File: config.mk
export PLATFORM = sky130hd
export DESIGN_NAME = led_matrix_chain_frame_builder_unit
export DESIGN_NICKNAME = d
export VERILOG_FILES = /design/src/hw/rtl/lmcfb_pkg.sv /design/src/hw/rtl/lmcfb_fifo.sv /design/src/hw/rtl/lmcfb_front.sv /design/src/hw/rtl/lmcfb_back.sv /design/src/hw/rtl/led_matrix_chain_frame_builder_unit.sv
export SDC_FILE = /design/constraint.sdc
export NUM_CORES = 1
export LEC_CHECK = 0
export ABC_CLOCK_PERIOD_IN_PS = 8500
export BUFFER_PORTS_ARGS = -buffer_cell sky130_fd_sc_hd__buf_2
export CORE_ASPECT_RATIO = 2
export CORE_UTILIZATION = 45
export CTS_BUF_LIST = sky130_fd_sc_hd__clkbuf_8 sky130_fd_sc_hd__clkbuf_16
export CTS_CLUSTER_SIZE = 14
export DETAILED_ROUTE_END_ITERATION = 10
export PLACE_DENSITY_LB_ADDON = 0.3
export SLEW_MARGIN = 20
export SYNTH_ARGS = -nofsm -noshare
export SYNTH_HDL_FRONTEND = slang
export SYNTH_SLANG_ARGS = --single-unit
File: constraint.sdc
create_clock -name clk_i -period 8.5 [get_ports clk_i]
set_clock_uncertainty 0.1 [all_clocks]
set_input_delay 0.85 -clock clk_i [delete_from_list [all_inputs] [get_ports clk_i]]
set_output_delay 0.85 -clock clk_i [all_outputs]
set_load 0.01 [all_outputs]
File: src/hw/rtl/lmcfb_pkg.sv
`timescale 1ns / 1ps
package lmcfb_pkg;

  localparam int unsigned MAX_CHAIN       = 8;
  localparam int unsigned ROWS_PER_DEVICE = 8;
  localparam int unsigned DESC_FIFO_DEPTH = 4;

  localparam logic [2:0] MODE_LED       = 3'd0;
  localparam logic [2:0] MODE_ROW       = 3'd1;
  localparam logic [2:0] MODE_COLUMN    = 3'd2;
  localparam logic [2:0] MODE_SHUTDOWN  = 3'd3;
  localparam logic [2:0] MODE_INTENSITY = 3'd4;
  localparam logic [2:0] MODE_SCANLIMIT = 3'd5;
  localparam logic [2:0] MODE_CLEAR     = 3'd6;
  localparam logic [2:0] MODE_REGWRITE  = 3'd7;

  localparam logic [3:0] OPC_INTENSITY = 4'd10;
  localparam logic [3:0] OPC_SCANLIMIT = 4'd11;
  localparam logic [3:0] OPC_SHUTDOWN  = 4'd12;

  localparam logic [7:0] INTENSITY_LIMIT = 8'd16;
  localparam logic [7:0] SCANLIMIT_LIMIT = 8'd8;
  localparam logic [2:0] LAST_ROW        = 3'd7;

  typedef struct packed {
    logic [2:0] mode;
    logic [2:0] device;
    logic [2:0] row;
    logic [2:0] column;
    logic [7:0] value;
    logic       on;
    logic [3:0] reg_opcode;
  } cmd_t;

  typedef struct packed {
    logic [15:0] frame_word;
    logic        frame_end;
    logic        last;
  } res_t;

  typedef struct packed {
    logic [2:0] device;
    logic [3:0] opcode;
    logic [7:0] data;
    logic       last;
  } desc_t;

endpackage

File: src/hw/rtl/lmcfb_fifo.sv
`timescale 1ns / 1ps
module lmcfb_fifo (
  input  logic                 clk_i,
  input  logic                 rst_ni,
  input  logic                 push_i,
  input  lmcfb_pkg::desc_t     push_data_i,
  output logic                 full_o,
  input  logic                 pop_i,
  output lmcfb_pkg::desc_t     pop_data_o,
  output logic                 empty_o
);
  import lmcfb_pkg::*;

  localparam int unsigned PtrW = $clog2(DESC_FIFO_DEPTH);
  localparam int unsigned CntW = $clog2(DESC_FIFO_DEPTH + 1);

  desc_t            slot_q [DESC_FIFO_DEPTH];
  logic [PtrW-1:0]  wr_ptr_q, wr_ptr_d;
  logic [PtrW-1:0]  rd_ptr_q, rd_ptr_d;
  logic [CntW-1:0]  cnt_q, cnt_d;
  logic             do_push, do_pop;

  assign full_o     = (cnt_q == CntW'(DESC_FIFO_DEPTH));
  assign empty_o    = (cnt_q == '0);
  assign pop_data_o = slot_q[rd_ptr_q];
  assign do_push    = push_i && !full_o;
  assign do_pop     = pop_i && !empty_o;

  always_comb begin
    wr_ptr_d = wr_ptr_q;
    rd_ptr_d = rd_ptr_q;
    cnt_d    = cnt_q;
    if (do_push) begin
      wr_ptr_d = (wr_ptr_q == PtrW'(DESC_FIFO_DEPTH - 1)) ? '0 : wr_ptr_q + 1'b1;
    end
    if (do_pop) begin
      rd_ptr_d = (rd_ptr_q == PtrW'(DESC_FIFO_DEPTH - 1)) ? '0 : rd_ptr_q + 1'b1;
    end
    if (do_push && !do_pop) begin
      cnt_d = cnt_q + 1'b1;
    end else if (do_pop && !do_push) begin
      cnt_d = cnt_q - 1'b1;
    end
  end

  always_ff @(posedge clk_i or negedge rst_ni) begin
    if (!rst_ni) begin
      wr_ptr_q <= '0;
      rd_ptr_q <= '0;
      cnt_q    <= '0;
    end else begin
      wr_ptr_q <= wr_ptr_d;
      rd_ptr_q <= rd_ptr_d;
      cnt_q    <= cnt_d;
    end
  end

  always_ff @(posedge clk_i) begin
    if (do_push) begin
      slot_q[wr_ptr_q] <= push_data_i;
    end
  end

endmodule

File: src/hw/rtl/lmcfb_front.sv
`timescale 1ns / 1ps
module lmcfb_front #(
  parameter int unsigned MaxChain = lmcfb_pkg::MAX_CHAIN
) (
  input  logic              clk_i,
  input  logic              rst_ni,
  input  logic              start,
  output logic              busy,
  input  lmcfb_pkg::cmd_t   cmd_i,
  input  logic [3:0]        chain_len_i,
  output logic              push_o,
  output lmcfb_pkg::desc_t  push_data_o,
  input  logic              full_i
);
  import lmcfb_pkg::*;

  localparam int unsigned Depth = MaxChain * ROWS_PER_DEVICE;
  localparam int unsigned AddrW = $clog2(Depth);

  localparam logic [1:0] S_IDLE = 2'd0;
  localparam logic [1:0] S_READ = 2'd1;
  localparam logic [1:0] S_EMIT = 2'd2;

  logic [1:0]       state_q, state_d;
  cmd_t             cmd_q, cmd_d;
  logic [2:0]       row_q, row_d;
  logic [7:0]       mem [Depth];
  logic [Depth-1:0] vld_q;
  logic [7:0]       rd_data_q;
  logic             rd_vld_q;
  logic [5:0]       idx;
  logic [AddrW-1:0] addr;
  logic             accept, drop, multi, more;
  logic [7:0]       old_byte, mask, rmw_byte;
  logic             led_on;
  logic             we;
  logic [7:0]       wdata;
  desc_t            desc;

  assign busy   = (state_q != S_IDLE);
  assign accept = start && !busy;
  assign idx    = {cmd_q.device, row_q};
  assign addr   = idx[AddrW-1:0];

  always_comb begin
    drop = ({1'b0, cmd_i.device} >= chain_len_i);
    if (cmd_i.mode == MODE_INTENSITY && cmd_i.value >= INTENSITY_LIMIT) begin
      drop = 1'b1;
    end
    if (cmd_i.mode == MODE_SCANLIMIT && cmd_i.value >= SCANLIMIT_LIMIT) begin
      drop = 1'b1;
    end
  end

  assign old_byte = rd_vld_q ? rd_data_q : 8'h00;
  assign mask     = 8'h80 >> cmd_q.column;
  assign led_on   = (cmd_q.mode == MODE_COLUMN) ? cmd_q.value[LAST_ROW - row_q] : cmd_q.on;
  assign rmw_byte = led_on ? (old_byte | mask) : (old_byte & ~mask);
  assign multi    = (cmd_q.mode == MODE_COLUMN) || (cmd_q.mode == MODE_CLEAR);
  assign more     = multi && (row_q != LAST_ROW);

  always_comb begin
    desc.device = cmd_q.device;
    desc.last   = !more;
    desc.opcode = {1'b0, row_q} + 4'd1;
    desc.data   = cmd_q.value;
    we          = 1'b0;
    unique case (cmd_q.mode) inside
      MODE_LED, MODE_COLUMN: begin
        desc.data = rmw_byte;
        we        = 1'b1;
      end
      MODE_ROW: begin
        we = 1'b1;
      end
      MODE_CLEAR: begin
        desc.data = 8'h00;
        we        = 1'b1;
      end
      MODE_SHUTDOWN: begin
        desc.opcode = OPC_SHUTDOWN;
        desc.data   = {7'd0, ~cmd_q.on};
      end
      MODE_INTENSITY: desc.opcode = OPC_INTENSITY;
      MODE_SCANLIMIT: desc.opcode = OPC_SCANLIMIT;
      default:        desc.opcode = cmd_q.reg_opcode;
    endcase
  end

  assign wdata       = desc.data;
  assign push_o      = (state_q == S_EMIT) && !full_i;
  assign push_data_o = desc;

  always_comb begin
    state_d = state_q;
    cmd_d   = cmd_q;
    row_d   = row_q;
    unique case (state_q)
      S_IDLE: begin
        if (accept && !drop) begin
          cmd_d = cmd_i;
          row_d = ((cmd_i.mode == MODE_COLUMN) || (cmd_i.mode == MODE_CLEAR)) ? 3'd0 : cmd_i.row;
          state_d = ((cmd_i.mode == MODE_LED) || (cmd_i.mode == MODE_COLUMN)) ? S_READ : S_EMIT;
        end
      end
      S_READ: state_d = S_EMIT;
      S_EMIT: begin
        if (!full_i) begin
          if (more) begin
            row_d   = row_q + 3'd1;
            state_d = (cmd_q.mode == MODE_COLUMN) ? S_READ : S_EMIT;
          end else begin
            state_d = S_IDLE;
          end
        end
      end
      default: state_d = S_IDLE;
    endcase
  end

  always_ff @(posedge clk_i or negedge rst_ni) begin
    if (!rst_ni) begin
      state_q <= S_IDLE;
      vld_q   <= '0;
    end else begin
      state_q <= state_d;
      if (push_o && we) begin
        vld_q[addr] <= 1'b1;
      end
    end
  end

  always_ff @(posedge clk_i) begin
    cmd_q <= cmd_d;
    row_q <= row_d;
  end

  always_ff @(posedge clk_i) begin
    if (push_o && we) begin
      mem[addr] <= wdata;
    end
    rd_data_q <= mem[addr];
    rd_vld_q  <= vld_q[addr];
  end

endmodule

File: src/hw/rtl/lmcfb_back.sv
`timescale 1ns / 1ps
module lmcfb_back (
  input  logic              clk_i,
  input  logic              rst_ni,
  input  logic [3:0]        chain_len_i,
  output logic              pop_o,
  input  lmcfb_pkg::desc_t  pop_data_i,
  input  logic              empty_i,
  output logic              res_strobe_o,
  output lmcfb_pkg::res_t   res_o
);
  import lmcfb_pkg::*;

  logic       active_q, active_d;
  desc_t      desc_q;
  logic [2:0] chip_q, chip_d;
  logic       load;
  res_t       word, res_q;
  logic       strobe_q;

  assign load  = (!active_q || chip_q == 3'd0) && !empty_i;
  assign pop_o = load;

  always_comb begin
    active_d = active_q;
    chip_d   = chip_q;
    if (load) begin
      active_d = 1'b1;
      chip_d   = 3'(chain_len_i - 4'd1);
    end else if (active_q) begin
      if (chip_q == 3'd0) begin
        active_d = 1'b0;
      end else begin
        chip_d = chip_q - 3'd1;
      end
    end
  end

  always_comb begin
    word.frame_word = (chip_q == desc_q.device) ? {4'd0, desc_q.opcode, desc_q.data} : 16'h0000;
    word.frame_end  = (chip_q == 3'd0);
    word.last       = (chip_q == 3'd0) && desc_q.last;
  end

  always_ff @(posedge clk_i or negedge rst_ni) begin
    if (!rst_ni) begin
      active_q <= 1'b0;
      chip_q   <= '0;
      strobe_q <= 1'b0;
    end else begin
      active_q <= active_d;
      chip_q   <= chip_d;
      strobe_q <= active_q;
    end
  end

  always_ff @(posedge clk_i) begin
    if (load) begin
      desc_q <= pop_data_i;
    end
    res_q <= word;
  end

  assign res_strobe_o = strobe_q;
  assign res_o        = res_q;

endmodule

File: src/hw/rtl/led_matrix_chain_frame_builder_unit.sv
`timescale 1ns / 1ps
// Frame builder for a daisy chain of LED matrix drivers. A command is taken when start is
// high and busy is low; busy stays high while the front end queues its frames, reading the
// row shadow first for led and column frames, and while the four-entry frame queue is full.
// The word emitter takes frames from the queue and puts out one chain word per cycle,
// farthest chip first, chain-length words per frame (written on cfg_wdata_i; 0 or above
// MaxChain counts as MaxChain), and frames already queued follow without a gap. A command
// yields zero, one or eight frames (column and clear give eight); its first word passes the
// read (led, column) and emit states, the frame queue, the emitter's load and its output
// register. The emitter sets the rate on longer chains; on a one- or two-chip chain the
// front end, returning to idle between commands, can leave gaps between frames. Results
// appear for one cycle with res_strobe_o and cannot be held off. Commands for a chip at or
// above the chain length, intensity of 16 or more and scan limit of 8 or more give no words.
// The row shadow reads as zero after reset via per-row valid bits, with no clearing pass.
module led_matrix_chain_frame_builder_unit #(
  parameter int unsigned MaxChain = lmcfb_pkg::MAX_CHAIN
) (
  input  logic             clk_i,
  input  logic             rst_ni,
  input  logic             start,
  output logic             busy,
  input  lmcfb_pkg::cmd_t  cmd_i,
  input  logic             cfg_we_i,
  input  logic [3:0]       cfg_wdata_i,
  output logic             res_strobe_o,
  output lmcfb_pkg::res_t  res_o
);
  import lmcfb_pkg::*;

  logic [3:0] dev_cnt_q;
  logic [3:0] chain_len;
  logic       push, full, pop, empty;
  desc_t      push_data, pop_data;

  always_ff @(posedge clk_i or negedge rst_ni) begin
    if (!rst_ni) begin
      dev_cnt_q <= 4'(MaxChain);
    end else if (cfg_we_i) begin
      dev_cnt_q <= cfg_wdata_i;
    end
  end

  assign chain_len = (dev_cnt_q == 4'd0 || dev_cnt_q > 4'(MaxChain)) ? 4'(MaxChain) : dev_cnt_q;

  lmcfb_front #(
    .MaxChain(MaxChain)
  ) u_front (
    .clk_i       (clk_i),
    .rst_ni      (rst_ni),
    .start       (start),
    .busy        (busy),
    .cmd_i       (cmd_i),
    .chain_len_i (chain_len),
    .push_o      (push),
    .push_data_o (push_data),
    .full_i      (full)
  );

  lmcfb_fifo u_fifo (
    .clk_i       (clk_i),
    .rst_ni      (rst_ni),
    .push_i      (push),
    .push_data_i (push_data),
    .full_o      (full),
    .pop_i       (pop),
    .pop_data_o  (pop_data),
    .empty_o     (empty)
  );

  lmcfb_back u_back (
    .clk_i        (clk_i),
    .rst_ni       (rst_ni),
    .chain_len_i  (chain_len),
    .pop_o        (pop),
    .pop_data_i   (pop_data),
    .empty_i      (empty),
    .res_strobe_o (res_strobe_o),
    .res_o        (res_o)
  );

endmodule

* Word-level counts from Yosys, hierarchy flattened *
Memory sizes are Yosys's and may differ from the RTL's. A register that Yosys moved wholly into a read port is not among the register bits.
Cells that the tools add are included.

word-level totals
  bits in registers = 126
  RAM bits = 576
  word-level logic and storage cells = 149
  memories = 2

operators by class
  add/subtract/negate cells = 9
  order comparisons = 7
  eq/ne operators = 21
  shift-type cells = 1
  multiplexer cells = 40
  bitwise operators = 5
  reductions and logical operators = 43

memory list
  memory         words  bits a word  read ports  clocked after memory_dff  write ports  line               RTL
  u_front.mem    64     8            1           1                         1            lmcfb_front.sv:27  logic [7:0] mem [Depth];
  u_fifo.slot_q  4      16           1           1                         1            lmcfb_fifo.sv:17   desc_t slot_q [DESC_FIFO_DEPTH];

operators by type and width
  operator                                                               count
  64-bit OR                                                              1
  3-bit 2-to-1 mux                                                       9
  8-bit one-hot mux with 3 select lines                                  1
  3-bit == test, second input constant                                   7
  8-bit 2-to-1 mux                                                       2
  4-bit one-hot mux with 4 select lines                                  1
  1-bit logical AND                                                      14
  1-bit 2-to-1 mux                                                       14
  2-bit 2-to-1 mux                                                       7
  3-bit zero test                                                        4
  3-bit by 2-bit == test with 1-bit output, second input constant        3
  3-bit by 1-bit subtractor with 3-bit output, second input constant     3
  8-bit bitwise AND                                                      1
  8-bit by 4-bit >= comparator with 1-bit output, second input constant  1
  8-bit by 5-bit >= comparator with 1-bit output, second input constant  1
  1-bit zero test                                                        8
  8-bit inverter                                                         1
  8-bit OR                                                               1
  2-bit nonzero test                                                     4
  8-bit by 3-bit >> shifter with 8-bit output, first input constant      1
  6-bit by 7-bit < comparator with 1-bit output, second input constant   1
  3-bit by 1-bit adder with 3-bit output, second input constant          2
  1-bit binary-select mux with 6-bit select                              1
  1-bit demux with 6-bit select                                          1
  26 further kinds                                                       37

* Depth between registers and ports, before layout *
Gate-level depths: netlist of run 1.

  depth in word-level cells = 10
  mapped depth = 10
  depth with buffers taken out = 8

* Hierarchy *
A second synthesis of run 1 with hierarchy kept.

unflattened totals
  cells, all modules = 1,640
  area total of the unflattened synthesis = 28,402.2 um^2

modules (own cells, without submodules)
  module                               instances  cells each  area each (um^2)  seq. area each (um^2)
  lmcfb_front                          1          1,417       24,232.0          17,957.2
  lmcfb_fifo                           1          121         2,757.6           2,097.0
  lmcfb_back                           1          89          1,236.2           885.8
  led_matrix_chain_frame_builder_unit  1          13          176.4             101.3

* Worst setup path before layout of run 1 *
Ideal clock, no wire load.

  kind = reg2reg
  from = reg u_front.row_q[1]
  to = mem u_fifo.slot_q[0][8] in the netlist's numbering (data pin)
  library setup time = 947 ps
  data arrival time = 5,585 ps
  required time = 7,453 ps
  slack = 1,868 ps
  stages on the path, launching flop included = 8
  buffers on the path = 2
  clock period less this slack = 6,632 ps
  cells stage by stage = edfxtp_1 > buf_2 > buf_4 > or3b_2 > a21oi_1 > o32a_1 > nand2_1 > o41ai_1

RTL lines
  item                    line                RTL
  start, declared         lmcfb_front.sv:26   logic [2:0] row_q, row_d;
  start signal, assigned  lmcfb_front.sv:135  row_q <= row_d;
  end, declared           lmcfb_fifo.sv:17

==> impl_metrics.csv, run 1 <==
group,metric,value,unit
clock_network,clk_pin_slew_worst_paths,0.07,ns
power_and_ir_drop,static-leakage-power,11.04,nW
die,initial_core_util,0.4555,
logic_synthesis,yosysWarnings,0,
global_route,grt_max_degree,118,
layout,layout.nets,1819,
place,place.detailed.instances,2504,
setup_path,type_of_origin_of_the_critical_path,"flop",
setup_path,cp_cell_instances,"buf_4, buf_12, or4bb_1, o2111ai_1, o32a_1, nand2_1, o41ai_2, buf_4",
power_and_ir_drop,irDropWorstVdd,0.1772,mV
sta,fin_tns_setup,0,ns
sta,maxSlewViolCount,0,
setup_path,crit_top_cell,"buf_4",
clock_network,numCtsBuffers,59,
sta,post-route-period-util,0.4876,
die,die_h,358.5,µm
flow_run,total_of_max_cap_violations,0,
setup_path,start_to_end_type_of_the_worst_setup_path,"flop to flop",
setup_path,cpLargestDelayFamily,"buffers and inverters",
die,core_footprint,62790,µm²
worst_hold_path,hold_class,"input port to async pin",
power_and_ir_drop,power.density,300.3,nW/µm²
clock_network,cts-htree-levels,2,
setup_path,crit_buf_inv,3,
sta,setup_viol,0,
place,numPortBuffers,48,
clock_network,clockRootBuffer,"clkbuf_16",
global_route,grt_first_pass_wirelength,117800,µm
logic_synthesis,synth-async-reset-ratio,0.1136,
clock_network,clk_latency,0.64,ns
logic_synthesis,yosysUniqueCellTypes,83,
die,boundaryPins,53,
route,wl_met1,25650,µm
logic_synthesis,post_synth_main_area_contributors,"edfxtp_1 65%, dfrtp_1 7.1%, mux4_2 3.9%",
clock_network,cts_buffer_depth,3,
die,die_width,180.3,µm
setup_path,worst_ep_arrival_time,4.35,ns
place,hpwl,53280,µm
layout,n_fill_cell,5135,
clock_network,number_of_gates_resized_after_cts,0,
logic_synthesis,synth_enable_flop_cells,617,
setup_path,cp.required,8.70,ns
setup_path,worstSetupEndpointType,"flop",
outcome,result_of_the_run,"finished clean",
sta,period_minus_slack,4.145,ns
logic_synthesis,syn-instance-count,1723,
route,drt.antenna.violating_nets,0,
global_route,antenna_found_initial,1,
place,gpl.final_weighted_congestion,0.9367,
clock_network,clock-sinks,722,
logic_synthesis,mapped_cell_area,28600,µm²
route,route.final.wire_length,81750,µm
route,detailed_route_iter0_violations,1863,
route,detailedRoute.firstPassIterationCount,6,
route,number_of_vias_in_the_routed_layout,16410,
logic_synthesis,synth_sequential_area_ratio,0.7358,
route,detail_route.drc_violations,0,
logic_synthesis,yosysTopAreaCell,"edfxtp_1",
logic_synthesis,synthesis.area_per_instance,16.60,µm²
route,routed-wl-met2,42630,µm
sta,setup_repair_after_global_routing_missed_its_margin,"false",
sta,final_hold_viol_count,0,
logic_synthesis,ys_top_cells_by_count,"617 x edfxtp_1, 91 x mux2i_1, 87 x nor2_1",
setup_path,critPathMaxFanout,117,
setup_path,slowest_stage,"buf_4",
global_route,first_global_vias,16830,
sta,max_slew.worst_pin.slew,1.240,ns
global_route,groute.usage.overall,0.2567,
clock_network,cts_tree,"built",
logic_synthesis,ys.flop_type,"edfxtp_1",
route,wl_per_cell,31.30,µm
clock_network,postCtsHoldBufs,0,
sta,relSlewSlack,0.1734,
global_route,globalRoute.totalOverflow,0,
layout,antenna_cells,0,
logic_synthesis,synth.most_common_cell,"edfxtp_1",
die,num_rows,130,
setup_path,cp_slowest_stage_delay,0.70,ns
sta,fmax,0.2413,GHz
route,maxUsedRoutingLayer,"met5",
die,die-area,64620,µm²
layout,drive_gt1_frac,0.1868,
layout,finish.cell_count_without_fillers,2612,
route,wl_met3,6382,µm
route,vias_per_cell,6.283,
clock_network,cts.repair_timing.setup_buffer_count,0,
layout,area_growth,9.941,%
logic_synthesis,synth_seq_cells,722,
logic_synthesis,synth_top_cell_area_share,0.6479,
state kept, by name, summed over array words and instances (netlist names), 4 cells and up:
name and flops:
dev_cnt_q 4, u_front.mem 512, u_front.vld_q 64, u_back.desc_q 16, u_front.rd_data_q 8, u_front.cmd_q 19, u_fifo.slot_q 64, u_back.res_o 14
logic make-up (layout without fill, tap and decap cells):
group | count (synthesis) | count (layout) | share of synthesized area
multiplexers | 182 | 182 | 0.08711
AO/OA/AOI/OAI | 308 | 308 | 0.07810
flip-flops | 722 | 722 | 0.7358
XOR/XNOR | 6 | 6 | 0.001838
AND/OR/NAND/NOR | 375 | 375 | 0.07083
buffers and inverters | 116 | 210 | 0.02026
adder cells (fa/ha/maj) | 13 | 13 | 0.005950
other | 1 | 4 | 0.0001311
metal layers:
| metal | vias up | GRT usage |
|---|---|---|
| met5 | - | 0 |
| met4 | 2 | 0.1974 |
| met3 | 291 | 0.04680 |
| met2 | 922 | 0.4657 |
| met1 | 8311 | 0.2616 |
| li1 | 6884 | - |
path summary, 6_finish.rpt:
| kind | cells past startpoint | slack (ns) | from | end |
|---|---|---|---|---|
| worst max register to register | 8 | 4.35 | u_front.row_q[2] | u_fifo.slot_q[3][8] |
| max in group asynchronous | 2 | 6.97 | rst_ni | u_front.vld_q[20] |
| min in group clk_i | 1 | 0.31 | cmd_i[1] | u_front.cmd_q[1] |
| worst min register to register | 1 | 0.34 | u_back.desc_q[3] | u_back.res_o[4] |
| worst max-delay path | 8 | 4.35 | u_front.row_q[2] | u_fifo.slot_q[3][8] |
| worst min-delay path | 1 | 0.10 | rst_ni | u_fifo.wr_ptr_q[0] |
power breakdown:
| group | total (mW) | leakage, nW | switching, mW | internal (mW) |
|---|---|---|---|---|
| clock network | 2.47 | 0.981 | 1.21 | 1.26 |
| logic | 2.39 | 3.17 | 1.57 | 0.821 |
| registers | 4.59 | 6.89 | 0.204 | 4.38 |
cells in the final DEF, fill, tap and decap left out, drive strengths merged, types with 13 or more instances in the layout:
cell,n
dfxtp,23
nand3,19
and3,13
clkbuf,60
a21oi,36
or2,67
edfxtp,617
nor3b,13
mux2,42
nor3,14
dfrtp,81
o22ai,34
a22oi,41
nor2,88
mux2i,91
inv,59
buf,85
nand2,68
a31oi,17
mux4,49
nand3b,17
o21ai,39
a221o,14
a221oi,23
and2,22
metrics by stage:
| step | worst slack [ns] | area (µm²) | hold WS, ns | util | power, mW |
|---|---|---|---|---|---|
| after CTS | 4.365 | 31430 | 0.1041 | 0.5006 | 9.431 |
| after detailed placement | 4.361 | 29730 | 0.3321 | 0.4736 | 7.004 |
| final | 4.355 | 31440 | 0.1012 | 0.5008 | 9.442 |
| after global routing | 4.203 | 31440 | 0.1314 | 0.5008 | 9.718 |
| after floorplan | 1.868 | 28610 | 0.3066 | - | 6.086 |
| after global placement | 4.364 | 29730 | 0.3264 | 0.4735 | 6.948 |
cell type report:
class,count,area [µm²],area share
tap,792,991.0,0.03152
sequential,722,21040,0.6693
inverter,17,63.81,0.002030
timing repair buffer,85,533.0,0.01695
clock inverter,48,202.7,0.006447
multi-input combinational,888,7118,0.2264
clock buffer,60,1490,0.04740
Power figures use the tool's default switching activity.
==> run 2, diff against run 1 <==
--- a/config.mk
+++ b/config.mk
@@ -5,7 +5,8 @@
 export SDC_FILE = /design/constraint.sdc
 export NUM_CORES = 1
 export LEC_CHECK = 0
-export ABC_CLOCK_PERIOD_IN_PS = 8500
+export ABC_AREA = 1
+export ABC_CLOCK_PERIOD_IN_PS = 4300
 export BUFFER_PORTS_ARGS = -buffer_cell sky130_fd_sc_hd__buf_2
 export CORE_ASPECT_RATIO = 2
 export CORE_UTILIZATION = 45
==> constraint.sdc (replaced) <==
create_clock -name clk_i -period 4.3 [get_ports clk_i]
set_clock_uncertainty 0.1 [all_clocks]
set_input_delay 0.43 -clock clk_i [delete_from_list [all_inputs] [get_ports clk_i]]
set_output_delay 0.43 -clock clk_i [all_outputs]
set_load 0.01 [all_outputs]
==> impl_metrics.csv, run 2 <==
group,metric,value,unit
die,boundaryPins,53,
logic_synthesis,yosysUniqueCellTypes,43,
layout,multi_input_area,8312,µm²
global_route,first_global_vias,20370,
clock_network,clock-sinks,722,
clock_network,numCtsBuffers,59,
global_route,grt_max_degree,190,
layout,largest-register,"u_front.mem",
power_and_ir_drop,fin_total_pwr,21.14,mW
setup_path,critPathMaxFanout,54,
setup_path,worst_ep_arrival_time,3.51,ns
layout,regArea,21040,µm²
logic_synthesis,synth_enable_flop_cells,617,
die,core_footprint,66730,µm²
setup_path,worstSetupEndpointType,"flop",
route,route.final.wire_length,80620,µm
flow_run,total_of_max_cap_violations,0,
clock_network,cts-htree-levels,2,
sta,period_minus_slack,3.305,ns
logic_synthesis,synth.most_common_cell,"nand2_1",
route,detail_route.drc_violations,0,
layout,n_fill_cell,5914,
logic_synthesis,post_synth_main_area_contributors,"edfxtp_1 61%, nand2_1 17%, dfrtp_1 6.7%",
logic_synthesis,syn-instance-count,2911,
layout,top_regs,"u_front.mem: 512 flops, u_fifo.slot_q: 64 flops, u_front.vld_q: 64 flops",
layout,final_common_cell,"nand2_1",
clock_network,clk_pin_slew_worst_paths,0.07,ns
place,placed_cell_area,31500,µm²
layout,layout.cell_area.non_filler,33580,µm²
route,drt.antenna.violating_nets,0,
clock_network,clk_latency,0.63,ns
sta,fin_tns_setup,0,ns
setup_path,type_of_origin_of_the_critical_path,"flop",
route,vias_per_cell,5.298,
layout,area_growth,10.40,%
logic_synthesis,yosysTopAreaCell,"edfxtp_1",
clock_network,postCtsHoldBufs,34,
setup_path,slowest_stage,"buf_4",
power_and_ir_drop,power.density,629.5,nW/µm²
logic_synthesis,mapped_cell_area,30420,µm²
sta,max_slew.worst_pin.slew,1.029,ns
logic_synthesis,synth_sequential_area_ratio,0.6917,
global_route,grt_first_pass_wirelength,119700,µm
logic_synthesis,ys.flop_type,"edfxtp_1",
setup_path,cpLargestDelayFamily,"simple AND/OR/NAND/NOR gates",
power_and_ir_drop,irDropWorstVdd,0.6867,mV
route,detailed_route_iter0_violations,1704,
place,numPortBuffers,48,
logic_synthesis,synth_seq_cells,722,
layout,mostFrequentLayoutCells,"1345 x nand2_1, 617 x edfxtp_1, 183 x nand3_1, 171 x nor2_1, 126 x inv_1",
die,initial_core_util,0.4559,
place,hpwl,50240,µm
power_and_ir_drop,static-leakage-power,14.12,nW
logic_synthesis,synth_top_cell_area_share,0.6091,
logic_synthesis,ys_top_cells_by_count,"1352 x nand2_1, 617 x edfxtp_1, 184 x nand3_1",
setup_path,crit_buf_inv,2,
layout,layout.nets,3004,
layout,finish.cell_count_without_fillers,3892,
layout,number_of_flip_flops_in_the_largest_register,512,
place,place.detailed.instances,3747,
setup_path,cp_slowest_stage_delay,0.67,ns
outcome,result_of_the_run,"finished clean",
place,gpl.final_weighted_congestion,0.9423,
global_route,globalRoute.totalOverflow,0,
logic_synthesis,synth-async-reset-ratio,0.1136,
die,num_rows,134,
sta,setup_viol,0,
sta,maxSlewViolCount,0,
worst_hold_path,hold_class,"input port to flop",
layout,drive_gt1_frac,0.07418,
die,die_h,369.7,µm
logic_synthesis,synthesis.area_per_instance,10.45,µm²
clock_network,cts_tree,"built",
clock_network,clockRootBuffer,"clkbuf_16",
setup_path,cp_cell_instances,"buf_4, nor2_2, nand3_1, nand2_1, o21ai_2, nand3_1, nand3_1, nand2_2, buf_4",
setup_path,crit_top_cell,"nand3_1",
sta,final_hold_viol_count,0,
die,die_width,185.8,µm
route,wl_per_cell,20.71,µm
clock_network,cts_buffer_depth,3,
sta,setup_repair_after_global_routing_missed_its_margin,"false",
global_route,groute.usage.overall,0.2348,
setup_path,cp.required,4.51,ns
sta,post-route-period-util,0.7686,
die,die-area,68710,µm²
setup_path,start_to_end_type_of_the_worst_setup_path,"flop to flop",
sta,fmax,0.3026,GHz
clock_network,number_of_gates_resized_after_cts,0,
logic_synthesis,yosysWarnings,0,
route,number_of_vias_in_the_routed_layout,20620,
sta,relSlewSlack,0.3139,
global_route,antenna_found_initial,1,
route,detailedRoute.firstPassIterationCount,7,
clock_network,cts.repair_timing.setup_buffer_count,0,
-- run 2: changes by cell type in the layout (fill, tap and decap cells not counted), moves of 34 or more --
cell / previous run / this run
a22oi_1: 41 / 0
dlygate4sd3_1: 0 / 34
inv_1: 57 / 126
mux2_2: 37 / 0
mux2i_1: 91 / 0
mux4_2: 49 / 0
nand2_1: 68 / 1345
nand3_1: 19 / 183
nor2_1: 82 / 171
o21ai_0: 32 / 85
or2_1: 0 / 41
or2_2: 67 / 3
-- run 2: power breakdown --
group	total [mW]	switching (mW)	internal [mW]
Combinational	7.26	5.45	1.81
Sequential	8.90	0.344	8.55
Clock	4.98	2.40	2.59
Total	21.1	8.19	12.9
-- run 2: layout make-up --
cell class / count / share of cell area
Sequential cell: 722 / 0.6266
Clock inverter: 45 / 0.005104
Antenna cell: 2 / 0.0001490
Multi-Input combinational cell: 1958 / 0.2475
Timing Repair Buffer: 125 / 0.03033
Tap cell: 884 / 0.03294
Inverter: 92 / 0.01073
Clock buffer: 64 / 0.04668
-- run 2: routing by layer --
| layer | GRT usage | vias to the layer above | share of wire |
|---|---|---|---|
| li1 | - | 9660 | - |
| met1 | 0.2521 | 10040 | 0.36 |
| met2 | 0.4274 | 704 | 0.52 |
| met3 | 0.02303 | 214 | 0.046 |
| met4 | 0.1597 | 0 | 0.072 |
| met5 | 0 | - | 0 |
-- run 2: path summary, 6_finish.rpt --
| path | from | to | slack, ns | cells after the start |
|---|---|---|---|---|
| worst max-delay path | u_front.row_q[1] | u_front.mem[38][2] | 1.0 | 9 |
| worst min-delay path | cmd_i[16] | u_front.row_q[0] | 0.07 | 3 |
| worst max register to register | u_front.row_q[1] | u_front.mem[38][2] | 1.0 | 9 |
| worst min register to register | u_back.active_q | u_back.res_strobe_o | 0.32 | 0 |
| max in group asynchronous | rst_ni | u_front.vld_q[53] | 2.66 | 3 |
| min in group asynchronous | rst_ni | dev_cnt_q[1] | 0.40 | 2 |
-- run 2: worst min-delay path, cell delays in order --
cell and delay (ns):
buf_2 0.08, nand3_1 0.06, o21ai_0 0.10
-- run 2: cell families (layout without fill, tap and decap cells) --
logic type	after synthesis	count (layout)	synth area share
buf+inv	234	326	0.03640
other cells	1	6	0.0001233
flops	722	722	0.6917
compound gates	127	127	0.02332
xor+xnor	5	5	0.001440
simple gates	1809	1809	0.2414
fa+ha+maj	13	13	0.005594
-- run 2: per-stage QoR --
stage                 util  setup WS [ns]  hold slack [ns]
finish              0.5033         0.9951          0.06619
global route        0.5032         0.8746          0.07841
CTS                 0.5032          1.008          0.04237
detailed placement  0.4720          1.045           0.2993
global placement    0.4720          1.108           0.2943
floorplan                -          1.410          0.03441
